[src/sv/assert_macros.svh]
// ---------------------------------------------------------------------------
// Assertion macros
// Shared property templates for concurrent checks on clk, disabled in reset.
// ---------------------------------------------------------------------------
`ifndef ASSERT_MACROS_SVH
`define ASSERT_MACROS_SVH

// Same-cycle implication.
`define MDU_ASSERT_NOW(label, cond, conseq, msg) \
  label: assert property (@(posedge clk) disable iff (rst) (cond) |-> (conseq)) \
    else $error(msg);

// Next-cycle implication.
`define MDU_ASSERT_NEXT(label, cond, conseq, msg) \
  label: assert property (@(posedge clk) disable iff (rst) (cond) |=> (conseq)) \
    else $error(msg);

`endif

[src/sv/mdu_pkg.sv]
// ---------------------------------------------------------------------------
// mdu_pkg
// Types, command codes and helpers of the HI/LO multiply-divide unit.
// ---------------------------------------------------------------------------
`default_nettype none

package mdu_pkg;

  localparam int XLEN   = 64;
  localparam int HALF   = 32;
  localparam int AW     = XLEN + 1;
  localparam int ITERS  = 64;
  localparam int ITER_W = 6;

  typedef enum logic [3:0] {
    CMD_MULT     = 4'd0,
    CMD_MULTU    = 4'd1,
    CMD_DIV      = 4'd2,
    CMD_DIVU     = 4'd3,
    CMD_DMULT    = 4'd4,
    CMD_DMULTU   = 4'd5,
    CMD_DDIV     = 4'd6,
    CMD_DDIVU    = 4'd7,
    CMD_WRITE_HI = 4'd8,
    CMD_WRITE_LO = 4'd9
  } cmd_t;

  typedef struct packed {
    logic [3:0]      cmd;
    logic [XLEN-1:0] operand_a;
    logic [XLEN-1:0] operand_b;
  } src_item_t;

  typedef struct packed {
    logic [XLEN-1:0] hi_value;
    logic [XLEN-1:0] lo_value;
  } res_item_t;

  typedef enum logic [3:0] {
    ST_IDLE,
    ST_MUL,
    ST_CORR_A,
    ST_CORR_B,
    ST_ABS_N,
    ST_ABS_D,
    ST_DIV,
    ST_FIX_Q,
    ST_FIX_R,
    ST_DONE
  } state_t;

  typedef struct packed {
    logic busy;
    logic load;
    logic mul_step;
    logic corr_a;
    logic corr_b;
    logic abs_n;
    logic abs_d;
    logic div_step;
    logic fix_q;
    logic fix_r;
    logic commit;
  } ctl_t;

  function automatic logic [XLEN-1:0] sext32(logic [XLEN-1:0] v);
    return {{(XLEN-HALF){v[HALF-1]}}, v[HALF-1:0]};
  endfunction

  // 32-bit forms work on the low word, sign- or zero-extended.
  function automatic logic [XLEN-1:0] ext_operand(logic [3:0] cmd, logic [XLEN-1:0] v);
    logic [XLEN-1:0] r;
    case (cmd)
      CMD_MULT, CMD_DIV:   r = sext32(v);
      CMD_MULTU, CMD_DIVU: r = {{(XLEN-HALF){1'b0}}, v[HALF-1:0]};
      default:             r = v;
    endcase
    return r;
  endfunction

endpackage

`default_nettype wire

[src/sv/mdu_alu.sv]
// ---------------------------------------------------------------------------
// mdu_alu
// Shared 65-bit add/subtract unit with carry out, used by every step.
// ---------------------------------------------------------------------------
`default_nettype none

module mdu_alu
  import mdu_pkg::*;
(
  input  wire logic [AW-1:0] x,
  input  wire logic [AW-1:0] y,
  input  wire logic          sub,
  output logic      [AW:0]   sum
);

  logic [AW-1:0] y_op;

  assign y_op = sub ? ~y : y;
  assign sum  = {1'b0, x} + {1'b0, y_op} + {{AW{1'b0}}, sub};

endmodule

`default_nettype wire

[src/sv/mdu_seq.sv]
// ---------------------------------------------------------------------------
// mdu_seq
// Sequencer: steps the shared adder through multiply or divide commands.
// ---------------------------------------------------------------------------
`default_nettype none

module mdu_seq
  import mdu_pkg::*;
(
  input  wire logic       clk,
  input  wire logic       rst,
  input  wire logic       src_valid,
  input  wire logic [3:0] cmd,
  input  wire logic       res_free,
  output ctl_t            ctl
);

  state_t            state;
  state_t            state_next;
  logic [ITER_W-1:0] cnt;
  logic              last;

  assign last = (cnt == ITER_W'(ITERS - 1));

  always_ff @(posedge clk) begin
    if (rst) begin
      state <= ST_IDLE;
    end else begin
      state <= state_next;
    end
  end

  // Wraps back to zero after the last iteration.
  always_ff @(posedge clk) begin
    if (rst) begin
      cnt <= '0;
    end else if (ctl.mul_step || ctl.div_step) begin
      cnt <= cnt + 1'b1;
    end
  end

  always_comb begin
    state_next = state;
    ctl        = '0;
    ctl.busy   = (state != ST_IDLE);
    case (state)
      ST_IDLE: begin
        if (src_valid) begin
          ctl.load = 1'b1;
          if (cmd inside {CMD_MULT, CMD_MULTU, CMD_DMULT, CMD_DMULTU}) begin
            state_next = ST_MUL;
          end else if (cmd inside {CMD_DIV, CMD_DIVU, CMD_DDIV, CMD_DDIVU}) begin
            state_next = ST_ABS_N;
          end else begin
            state_next = ST_DONE;
          end
        end
      end
      ST_MUL: begin
        ctl.mul_step = 1'b1;
        if (last) state_next = ST_CORR_A;
      end
      ST_CORR_A: begin
        ctl.corr_a = 1'b1;
        state_next = ST_CORR_B;
      end
      ST_CORR_B: begin
        ctl.corr_b = 1'b1;
        state_next = ST_DONE;
      end
      ST_ABS_N: begin
        ctl.abs_n  = 1'b1;
        state_next = ST_ABS_D;
      end
      ST_ABS_D: begin
        ctl.abs_d  = 1'b1;
        state_next = ST_DIV;
      end
      ST_DIV: begin
        ctl.div_step = 1'b1;
        if (last) state_next = ST_FIX_Q;
      end
      ST_FIX_Q: begin
        ctl.fix_q  = 1'b1;
        state_next = ST_FIX_R;
      end
      ST_FIX_R: begin
        ctl.fix_r  = 1'b1;
        state_next = ST_DONE;
      end
      ST_DONE: begin
        // hold until the result register can take the transfer
        if (res_free) begin
          ctl.commit = 1'b1;
          state_next = ST_IDLE;
        end
      end
      default: begin
        state_next = ST_IDLE;
      end
    endcase
  end

endmodule

`default_nettype wire

[src/sv/multiply_divide_hi_lo_unit.sv]
// ---------------------------------------------------------------------------
// multiply_divide_hi_lo_unit
// HI/LO multiply-divide unit: 32/64-bit signed and unsigned multiply and
// divide, plus HI and LO writes; every command returns HI and LO.
// ---------------------------------------------------------------------------
// One command at a time. Multiplies run 64 shift-add steps plus two signed
// corrections before the result register is loaded; divides run two
// magnitude steps, 64 restoring steps and two sign fixes; HI/LO writes and
// unused codes go straight to the result load. A new command is taken the cycle
// after the result is loaded, even if that result is still stalled. The
// single 65-bit adder retires one product or quotient bit per cycle.
`default_nettype none
`include "assert_macros.svh"

module multiply_divide_hi_lo_unit
  import mdu_pkg::*;
(
  input  wire logic      clk,
  input  wire logic      rst,
  input  wire logic      src_valid,
  output logic           src_stall,
  input  wire src_item_t src_item,
  output logic           res_valid,
  input  wire logic      res_stall,
  output res_item_t      res_item
);

  ctl_t            ctl;
  logic            res_free;

  logic [XLEN-1:0] hi_reg;
  logic [XLEN-1:0] lo_reg;
  logic [XLEN-1:0] a_reg;
  logic [XLEN-1:0] dreg;
  logic [XLEN-1:0] qreg;
  logic [XLEN-1:0] acc;
  logic [3:0]      cmd_reg;
  logic            neg_n;
  logic            neg_d;

  logic [XLEN-1:0] a_ext;
  logic [XLEN-1:0] b_ext;
  logic            div_signed;
  logic            dmult_cmd;

  logic [AW-1:0]   alu_x;
  logic [AW-1:0]   alu_y;
  logic            alu_sub;
  logic [AW:0]     alu_sum;
  logic [AW-1:0]   mul_sum;

  logic [XLEN-1:0] hi_next;
  logic [XLEN-1:0] lo_next;

  assign res_free   = !res_valid || !res_stall;
  assign src_stall  = ctl.busy;
  assign a_ext      = ext_operand(src_item.cmd, src_item.operand_a);
  assign b_ext      = ext_operand(src_item.cmd, src_item.operand_b);
  assign div_signed = (src_item.cmd == CMD_DIV) || (src_item.cmd == CMD_DDIV);
  assign dmult_cmd  = (cmd_reg == CMD_DMULT);

  mdu_seq u_seq (
    .clk       (clk),
    .rst       (rst),
    .src_valid (src_valid),
    .cmd       (src_item.cmd),
    .res_free  (res_free),
    .ctl       (ctl)
  );

  mdu_alu u_alu (
    .x   (alu_x),
    .y   (alu_y),
    .sub (alu_sub),
    .sum (alu_sum)
  );

  // Operand routing for the shared adder.
  always_comb begin
    alu_x   = '0;
    alu_y   = '0;
    alu_sub = 1'b0;
    if (ctl.mul_step) begin
      alu_x = {1'b0, acc};
      alu_y = {1'b0, dreg};
    end else if (ctl.div_step) begin
      alu_x   = {acc, qreg[XLEN-1]};
      alu_y   = {1'b0, dreg};
      alu_sub = 1'b1;
    end else if (ctl.abs_n || ctl.fix_q) begin
      alu_y   = {1'b0, qreg};
      alu_sub = 1'b1;
    end else if (ctl.abs_d) begin
      alu_y   = {1'b0, dreg};
      alu_sub = 1'b1;
    end else if (ctl.fix_r) begin
      alu_y   = {1'b0, acc};
      alu_sub = 1'b1;
    end else if (ctl.corr_a) begin
      alu_x   = {1'b0, acc};
      alu_y   = {1'b0, dreg};
      alu_sub = 1'b1;
    end else if (ctl.corr_b) begin
      alu_x   = {1'b0, acc};
      alu_y   = {1'b0, a_reg};
      alu_sub = 1'b1;
    end
  end

  assign mul_sum = qreg[0] ? alu_sum[AW-1:0] : {1'b0, acc};

  // Datapath registers; payload only, no reset.
  always_ff @(posedge clk) begin
    if (ctl.load) begin
      a_reg   <= a_ext;
      dreg    <= b_ext;
      qreg    <= a_ext;
      acc     <= '0;
      cmd_reg <= src_item.cmd;
      neg_n   <= div_signed && a_ext[XLEN-1];
      neg_d   <= div_signed && b_ext[XLEN-1];
    end
    if (ctl.mul_step) begin
      acc  <= mul_sum[AW-1:1];
      qreg <= {mul_sum[0], qreg[XLEN-1:1]};
    end
    if (ctl.div_step) begin
      // carry out set: partial remainder covers the divisor
      acc  <= alu_sum[AW] ? alu_sum[XLEN-1:0] : {acc[XLEN-2:0], qreg[XLEN-1]};
      qreg <= {qreg[XLEN-2:0], alu_sum[AW]};
    end
    if (ctl.abs_n && neg_n) qreg <= alu_sum[XLEN-1:0];
    if (ctl.abs_d && neg_d) dreg <= alu_sum[XLEN-1:0];
    if (ctl.fix_q && (neg_n != neg_d)) qreg <= alu_sum[XLEN-1:0];
    if (ctl.fix_r && neg_n) acc <= alu_sum[XLEN-1:0];
    // signed 64-bit product: high half minus the other operand per negative one
    if (ctl.corr_a && dmult_cmd && a_reg[XLEN-1]) acc <= alu_sum[XLEN-1:0];
    if (ctl.corr_b && dmult_cmd && dreg[XLEN-1]) acc <= alu_sum[XLEN-1:0];
  end

  always_comb begin
    hi_next = hi_reg;
    lo_next = lo_reg;
    case (cmd_reg)
      CMD_MULT, CMD_MULTU: begin
        hi_next = sext32({{HALF{1'b0}}, qreg[XLEN-1:HALF]});
        lo_next = sext32(qreg);
      end
      CMD_DIVU: begin
        hi_next = sext32(acc);
        lo_next = sext32(qreg);
      end
      CMD_DIV, CMD_DMULT, CMD_DMULTU, CMD_DDIV, CMD_DDIVU: begin
        hi_next = acc;
        lo_next = qreg;
      end
      CMD_WRITE_HI: hi_next = a_reg;
      CMD_WRITE_LO: lo_next = a_reg;
      default: begin
        hi_next = hi_reg;
        lo_next = lo_reg;
      end
    endcase
  end

  always_ff @(posedge clk) begin
    if (rst) begin
      hi_reg <= '0;
      lo_reg <= '0;
    end else if (ctl.commit) begin
      hi_reg <= hi_next;
      lo_reg <= lo_next;
    end
  end

  always_ff @(posedge clk) begin
    if (rst) begin
      res_valid <= 1'b0;
    end else if (ctl.commit) begin
      res_valid <= 1'b1;
    end else if (!res_stall) begin
      res_valid <= 1'b0;
    end
  end

  always_ff @(posedge clk) begin
    if (ctl.commit) begin
      res_item.hi_value <= hi_next;
      res_item.lo_value <= lo_next;
    end
  end

  `MDU_ASSERT_NEXT(a_busy_after_accept, src_valid && !src_stall, src_stall,
    "unit accepted a command but did not go busy")

  `MDU_ASSERT_NOW(a_commit_needs_room, ctl.commit, !res_valid || !res_stall,
    "result committed over a stalled result")

  `MDU_ASSERT_NEXT(a_result_matches_regs, ctl.commit,
    res_valid && (res_item.hi_value == hi_reg) && (res_item.lo_value == lo_reg),
    "result register disagrees with HI/LO after commit")

endmodule

`default_nettype wire
[config.mk]
export PLATFORM = sky130hd
export DESIGN_NAME = multiply_divide_hi_lo_unit
export DESIGN_NICKNAME = d
export VERILOG_FILES = /design/src/sv/mdu_pkg.sv /design/src/sv/mdu_alu.sv /design/src/sv/mdu_seq.sv /design/src/sv/multiply_divide_hi_lo_unit.sv
export VERILOG_INCLUDE_DIRS = /design/src /design/src/sv
export SDC_FILE = /design/constraint.sdc
export NUM_CORES = 2
export LEC_CHECK = 0
export BUFFER_PORTS_ARGS = -buffer_cell sky130_fd_sc_hd__buf_2
export CAP_MARGIN = 10
export CORE_MARGIN = 1
export CORE_UTILIZATION = 50
export CTS_BUF_LIST = sky130_fd_sc_hd__clkbuf_4 sky130_fd_sc_hd__clkbuf_8 sky130_fd_sc_hd__clkbuf_16
export CTS_CLUSTER_DIAMETER = 60
export DETAILED_ROUTE_END_ITERATION = 6
export PLACE_DENSITY = 0.71
export SLEW_MARGIN = 5
export SYNTH_ARGS = -nofsm -noshare
export SYNTH_HDL_FRONTEND = slang
export SYNTH_SLANG_ARGS = --single-unit
[constraint.sdc]
create_clock -name clk -period 17 [get_ports clk]
set_input_delay 2.55 -clock clk [delete_from_list [all_inputs] [get_ports clk]]
set_output_delay 2.55 -clock clk [all_outputs]
set_load 0.01 [all_outputs]
# Yosys cells after proc, flatten, opt, wreduce, memory -nomap -nowiden

Index checks and enable logic that the tools add are counted.

Register bits after elaboration: 529
Bits of input ports: 136
Output and inout port bits: 130
Logic and storage cells: 144

$add $sub $neg: 3
Eq/ne operators: 32
Multiplexer cells: 62
Bitwise operators: 1
Reductions and logical operators: 32

Operator list:

| cell                                                   | number |
|---|---|
| two-way mux 64 bit                                     | 26 |
| two-way mux 65 bit                                     | 4 |
| case mux 64 bit (2 select lines)                       | 2 |
| case mux 64 bit (4 select lines)                       | 1 |
| case mux 64 bit (3 select lines)                       | 1 |
| adder 65 x 65 -> 66 bit                                | 1 |
| adder 66 x 1 -> 66 bit                                 | 1 |
| inverter 64 -> 65 bit                                  | 1 |
| == test 4 x 3 -> 1 bit (second input constant)         | 12 |
| case mux 4 bit (9 select lines)                        | 1 |
| == test 4 x 2 -> 1 bit (second input constant)         | 6 |
| two-way mux 4 bit                                      | 6 |
| two-way mux 1 bit                                      | 21 |
| == test 4 bit (second input constant)                  | 4 |
| == test 4 x 1 -> 1 bit (second input constant)         | 3 |
| zero test 4 bit                                        | 3 |
| nonzero test 4 bit                                     | 3 |
| logical AND 1 bit                                      | 10 |
| OR reduction 2 bit                                     | 4 |
| adder 6 x 1 -> 6 bit (second input constant)           | 1 |
| == test 6 bit (second input constant)                  | 1 |
| inequality test 2 x 1 -> 1 bit (second input constant) | 3 |
| nonzero test 6 bit                                     | 1 |
| nonzero test 5 bit                                     | 1 |
| other kinds (8)                                        | 13 |

# Longest topological paths before layout

Depth after elaboration: 19
Gate-level depth with buffers: 23
Gate-level depth less buffers: 19

# Modules after synthesis

From an unflattened synthesis, not the netlist that was laid out.

Cell total of the unflattened synthesis: 3471
Area, all modules: 32668.8 um2

Modules (own cells, without submodules):

| module                     | instances | cells an instance | area an instance (um2) | seq. area each (um2) |
|---|---|---|---|---|
| multiply_divide_hi_lo_unit | 1         | 2754              | 27637.8                | 14293.7 |
| mdu_alu                    | 1         | 628               | 4362.9                 | 0.0 |
| mdu_seq                    | 1         | 89                | 668.1                  | 200.2 |

# Worst setup path before layout

Ideal clock, no wire load.

Kind: input port to flip-flop
From: input res_stall
To: register res_item[0] (netlist bit), enable pin
Setup time: 0.543 ns
Arrival time: 6.537 ns
Required time: 16.457 ns
Slack: 9.921 ns
Cell stages on the path: 4
Path buffers: 1
Cells stage by stage: nand2_1 -> nand4_1 -> inv_1 -> clkbuf_1

RTL lines:

| what               | RTL line                         | source |
|---|---|---|
| start: declaration | multiply_divide_hi_lo_unit.sv:24 | `input wire logic res_stall,` |
| end: declaration   | multiply_divide_hi_lo_unit.sv:25 | `output res_item_t res_item` |

# Worst setup path in the final report

From: register u_seq.state[0]
To: register acc[24] (data pin)

Longest elaborated chain between the ends: 19

Ends and longest elaborated chain:

| what                     | RTL line                          | source |
|---|---|---|
| start: declaration       | mdu_seq.sv:18                     | `state_t state;` |
| start signal: assignment | mdu_seq.sv:29                     | `state <= state_next;` |
| == test 4 x 2 -> 1 bit   | mdu_seq.sv:46                     | `case (state)` |
| two-way mux 1 bit        | mdu_seq.sv:46                     |  |
| two-way mux 64 bit       | multiply_divide_hi_lo_unit.sv:103 | `end else if (ctl.corr_b) begin` |
| two-way mux 64 bit       | multiply_divide_hi_lo_unit.sv:99  | `end else if (ctl.corr_a) begin` |
| two-way mux 64 bit       | multiply_divide_hi_lo_unit.sv:96  | `end else if (ctl.fix_r) begin` |
| two-way mux 64 bit       | multiply_divide_hi_lo_unit.sv:93  | `end else if (ctl.abs_d) begin` |
| two-way mux 64 bit       | multiply_divide_hi_lo_unit.sv:90  | `end else if (ctl.abs_n \|\| ctl.fix_q) begin` |
| two-way mux 64 bit       | multiply_divide_hi_lo_unit.sv:86  | `end else if (ctl.div_step) begin` |
| (+3 left out)            | -                                 |  |
| adder 65 x 65 -> 66 bit  | mdu_alu.sv:19                     | `assign sum = {1'b0, x} + {1'b0, y_op} + {{AW{1'b0}}, sub};` |
| adder 66 x 1 -> 66 bit   | mdu_alu.sv:19                     |  |
| two-way mux 65 bit       | multiply_divide_hi_lo_unit.sv:110 | `assign mul_sum = qreg[0] ? alu_sum[AW-1:0] : {1'b0, acc};` |
| two-way mux 64 bit       | multiply_divide_hi_lo_unit.sv:123 | `if (ctl.mul_step) begin` |
| two-way mux 64 bit       | multiply_divide_hi_lo_unit.sv:127 | `if (ctl.div_step) begin` |
| two-way mux 64 bit       | multiply_divide_hi_lo_unit.sv:135 | `if (ctl.fix_r && neg_n) acc <= alu_sum[XLEN-1:0];` |
| two-way mux 64 bit       | multiply_divide_hi_lo_unit.sv:137 | `if (ctl.corr_a && dmult_cmd && a_reg[XLEN-1]) acc <= alu_sum[XLEN-1:0];` |
| two-way mux 64 bit *     | multiply_divide_hi_lo_unit.sv:138 | `if (ctl.corr_b && dmult_cmd && dreg[XLEN-1]) acc <= alu_sum[XLEN-1:0];` |
| end signal: assignment   | multiply_divide_hi_lo_unit.sv:135 |  |
| end signal: assignment   | multiply_divide_hi_lo_unit.sv:137 |  |
| end signal: assignment   | multiply_divide_hi_lo_unit.sv:138 |  |
| end: declaration         | multiply_divide_hi_lo_unit.sv:36  | `logic [XLEN-1:0] acc;` |

Every way passes the cells marked *; elsewhere a longest branch is shown, timed or not.
A chain may end at the register's enable or synchronous reset.

==> flow_summary.toml <==
[status]
status = "finished with violations"
failed_checks = "design-rule violations"

[worst_setup_path]
crit_path_max_fanout = 41
path_cells = "nor2b_1 -> nor2_1 -> nor2_4 -> buf_4 -> a22oi_1 -> nand2_1 -> xor2_1 -> ha_1 -> nand4_1 -> or3_1 -> or3_1 -> a21oi_1 -> o31ai_1 -> nand3_2 -> a21o_1 -> buf_4 -> a22oi_1 -> o21ai_0"
cp.arrival_ns = 7.34
critPathLaunchType = "flip-flop"
critPathKind = "flip-flop to flip-flop"
max_stage_delay_ns = 0.86
required_ns = 17.49
critPathTopFamily = "simple AND/OR/NAND/NOR gates"
cp-end-kind = "flip-flop"
path_buf_inv = 2
critical-path-slowest-cell = "a21o_1"

[synth]
yosys.area.top_type = "edfxtp_1"
synthCells = 3298
netlist_area_um2 = 30430
synth_area_leaders = "edfxtp_1 38%, dfxtp_1 9.1%, nand2_1 7.2%"
ys_ff_latch = 529
synth_top_area_frac = 0.3848
synth_nets = 3500
syn_area_per_cell_um2 = 9.227
yosys.cell_types.count = 76
synth_edf_count = 390
yosys_warnings = 0
ys.flop_type = "edfxtp_1"
yosysSeqAreaShare = 0.4763
async_reset_ff_frac = 0

[sta]
fin_ws_ns = 10.15
worstMarginPinSlew_ns = 1.174
hold_viol = 0
whs_ns = 0.4517
rsz0062_at_grt = "false"
period_share = 0.4030
clock_skew_ns = 0.02768
maxSlewViolCount = 0
setup_tns_ns = 0
fmax_mhz = 146.0
slew-limit-headroom = 0.2166
period_needed_ns = 6.850
setup_viol = 0

[cts]
cts_resized = 0
hold_buffers = 0
clock_path_buffers = 3
cts_sinks = 529
clock_latency_ns = 0.66
clk_pin_slew_ns = 0.07
clock-root-buffer = "clkbuf_16"
numCtsBuffers = 58
cts_htree_levels = 2
cts_setup_buffers = 0
cts_tree = "yes"

[cells_and_area]
largest_reg_flops = 128
stdcell_count = 4243
finalInstanceArea_um2 = 34230
nets = 3611
drive_gt1_frac = 0.1353
largest_register = "res_item"
syn2layout_area_growth_pct = 12.48
final_util = 0.5682

[floorplan]
ios = 266
die-area_um2 = 61850
die_x_um = 248.7
initial_core_util = 0.5051
rows = 90
core_area_um2 = 60250
dieHeight_um = 248.7

[grt]
grt_pass1_wl_mm = 164.8
grt_antenna_before_repair = 10
grt_pass1_vias = 25020
grt_remaining_overflow = 0
grt_max_degree = 138
grt_usage = 0.3505

[detailed_routing]
drt_iter0_markers = 4361
post-route-drc-count = 2
drt-total-wl_mm = 112.2
dr.pass1.iters = 7
routed-via-count = 28040
ant_nets = 0
wl_per_cell_um = 26.43
routed_via_density = 6.609

[placed_design]
place_inst = 4131
dpl_worst_slack_ns = 10.44
gp_congestion = 1.036
port_buffers = 265
dpl_cell_area_um2 = 32200
dp_hpwl_mm = 78.81

[power_and_ir_drop]
p_total_mw = 8.244
cellLeakagePower_nw = 13.41
peakVddDrop_mv = 0.1685
power.density_nw_per_um2 = 240.9

[worst_hold_path]
min_path_type = "flip-flop to flip-flop"

[run]
max_cap_viol_count = 0
[final timing paths]
check | from | endpoint | slack, ns | cells after the start
hold reg to reg | hi_reg[27]$_SDFFE_PP0P_ | hi_reg[27]$_SDFFE_PP0P_ | 0.45 | 2
hold / removal | hi_reg[27]$_SDFFE_PP0P_ | hi_reg[27]$_SDFFE_PP0P_ | 0.45 | 2
setup / recovery | u_seq.state[0]$_SDFFE_PP0P_ | acc[24]$_DFFE_PP_ | 10.15 | 18
setup reg to reg | u_seq.state[0]$_SDFFE_PP0P_ | acc[24]$_DFFE_PP_ | 10.15 | 18
[final cells by class]
type                            count  area (µm²)
Antenna cell                        2       5.005
Clock buffer                       69        1540
Clock inverter                     41       485.5
Fill cell                        5298       26020
Inverter                           33       132.6
Multi-Input combinational cell   2476       14920
Sequential cell                   529       14490
Tap cell                          782       978.4
Timing Repair Buffer              311        1674
[worst register-to-register path: cells and delay by family, from the launching register on]
family	cells	cell delay [ns]
buffers and inverters	2	1.14
adders and majority gates	1	0.49
AOI/OAI and AO/OA	6	1.87
xor gates and xnor gates	1	0.07
and+or+nand+nor	8	2.39
DFF	1	0.73
[cells by family after synthesis]
family                   count (synthesis)  synth area share
AO/OA/AOI/OAI                         1166            0.2571
AND/OR/NAND/NOR                       1058            0.1458
flip-flops                             529            0.4763
buffers and inverters                  293           0.03750
XOR/XNOR                               129           0.03713
adder cells (fa/ha/maj)                 66           0.02738
multiplexers                            57           0.01879
[metal layers]
| layer | global-route usage | share of wire | vias up |
|---|---|---|---|
| li1 | - | - | 12460 |
| met1 | 0.5075 | 0.42 | 13440 |
| met2 | 0.4792 | 0.40 | 1889 |
| met3 | 0.1161 | 0.14 | 248 |
| met4 | 0.1370 | 0.042 | 12 |
| met5 | 0 | 0.00066 | - |
[power breakdown]
| group | switching (mW) | total, mW | internal (mW) |
|---|---|---|---|
| Clock | 0.565 | 1.34 | 0.778 |
| Sequential | 0.533 | 2.46 | 1.93 |
| Combinational | 3.06 | 4.44 | 1.37 |
| Total | 4.16 | 8.24 | 4.08 |
[cell usage in the layout (no fill, tap or decap), types with 11 or more instances in the layout]
| master | instances |
|---|---|
| a211oi_1 | 17 |
| o21ai_0 | 126 |
| mux2i_1 | 56 |
| and2_0 | 27 |
| nand2_1 | 585 |
| clkbuf_16 | 58 |
| o221ai_1 | 12 |
| inv_1 | 30 |
| o21bai_1 | 29 |
| a31oi_1 | 54 |
| xnor2_1 | 41 |
| nor3_1 | 22 |
| nand3_1 | 18 |
| nand4_1 | 30 |
| clkinv_2 | 15 |
| and2_1 | 11 |
| a22oi_1 | 215 |
| ha_1 | 65 |
| buf_2 | 264 |
| a21oi_1 | 398 |
| a221o_1 | 100 |
| dfxtp_1 | 139 |
| a22o_1 | 84 |
| and3_1 | 12 |
| nor2_1 | 273 |
| buf_4 | 47 |
| nor2b_1 | 15 |
| a21o_1 | 57 |
| edfxtp_1 | 390 |
| xor2_1 | 88 |
[cell usage after synthesis (41+ instances only)]
cell	n
o21ai_0	126
clkbuf_1	218
edfxtp_1	390
nand2_1	586
a22oi_1	215
a31oi_1	54
a21oi_1	398
dfxtp_1	139
mux2i_1	56
a22o_1	84
xnor2_1	41
ha_1	65
a21o_1	57
nor2_1	280
a221o_1	100
xor2_1	88
Power figures use the tool's default switching activity.
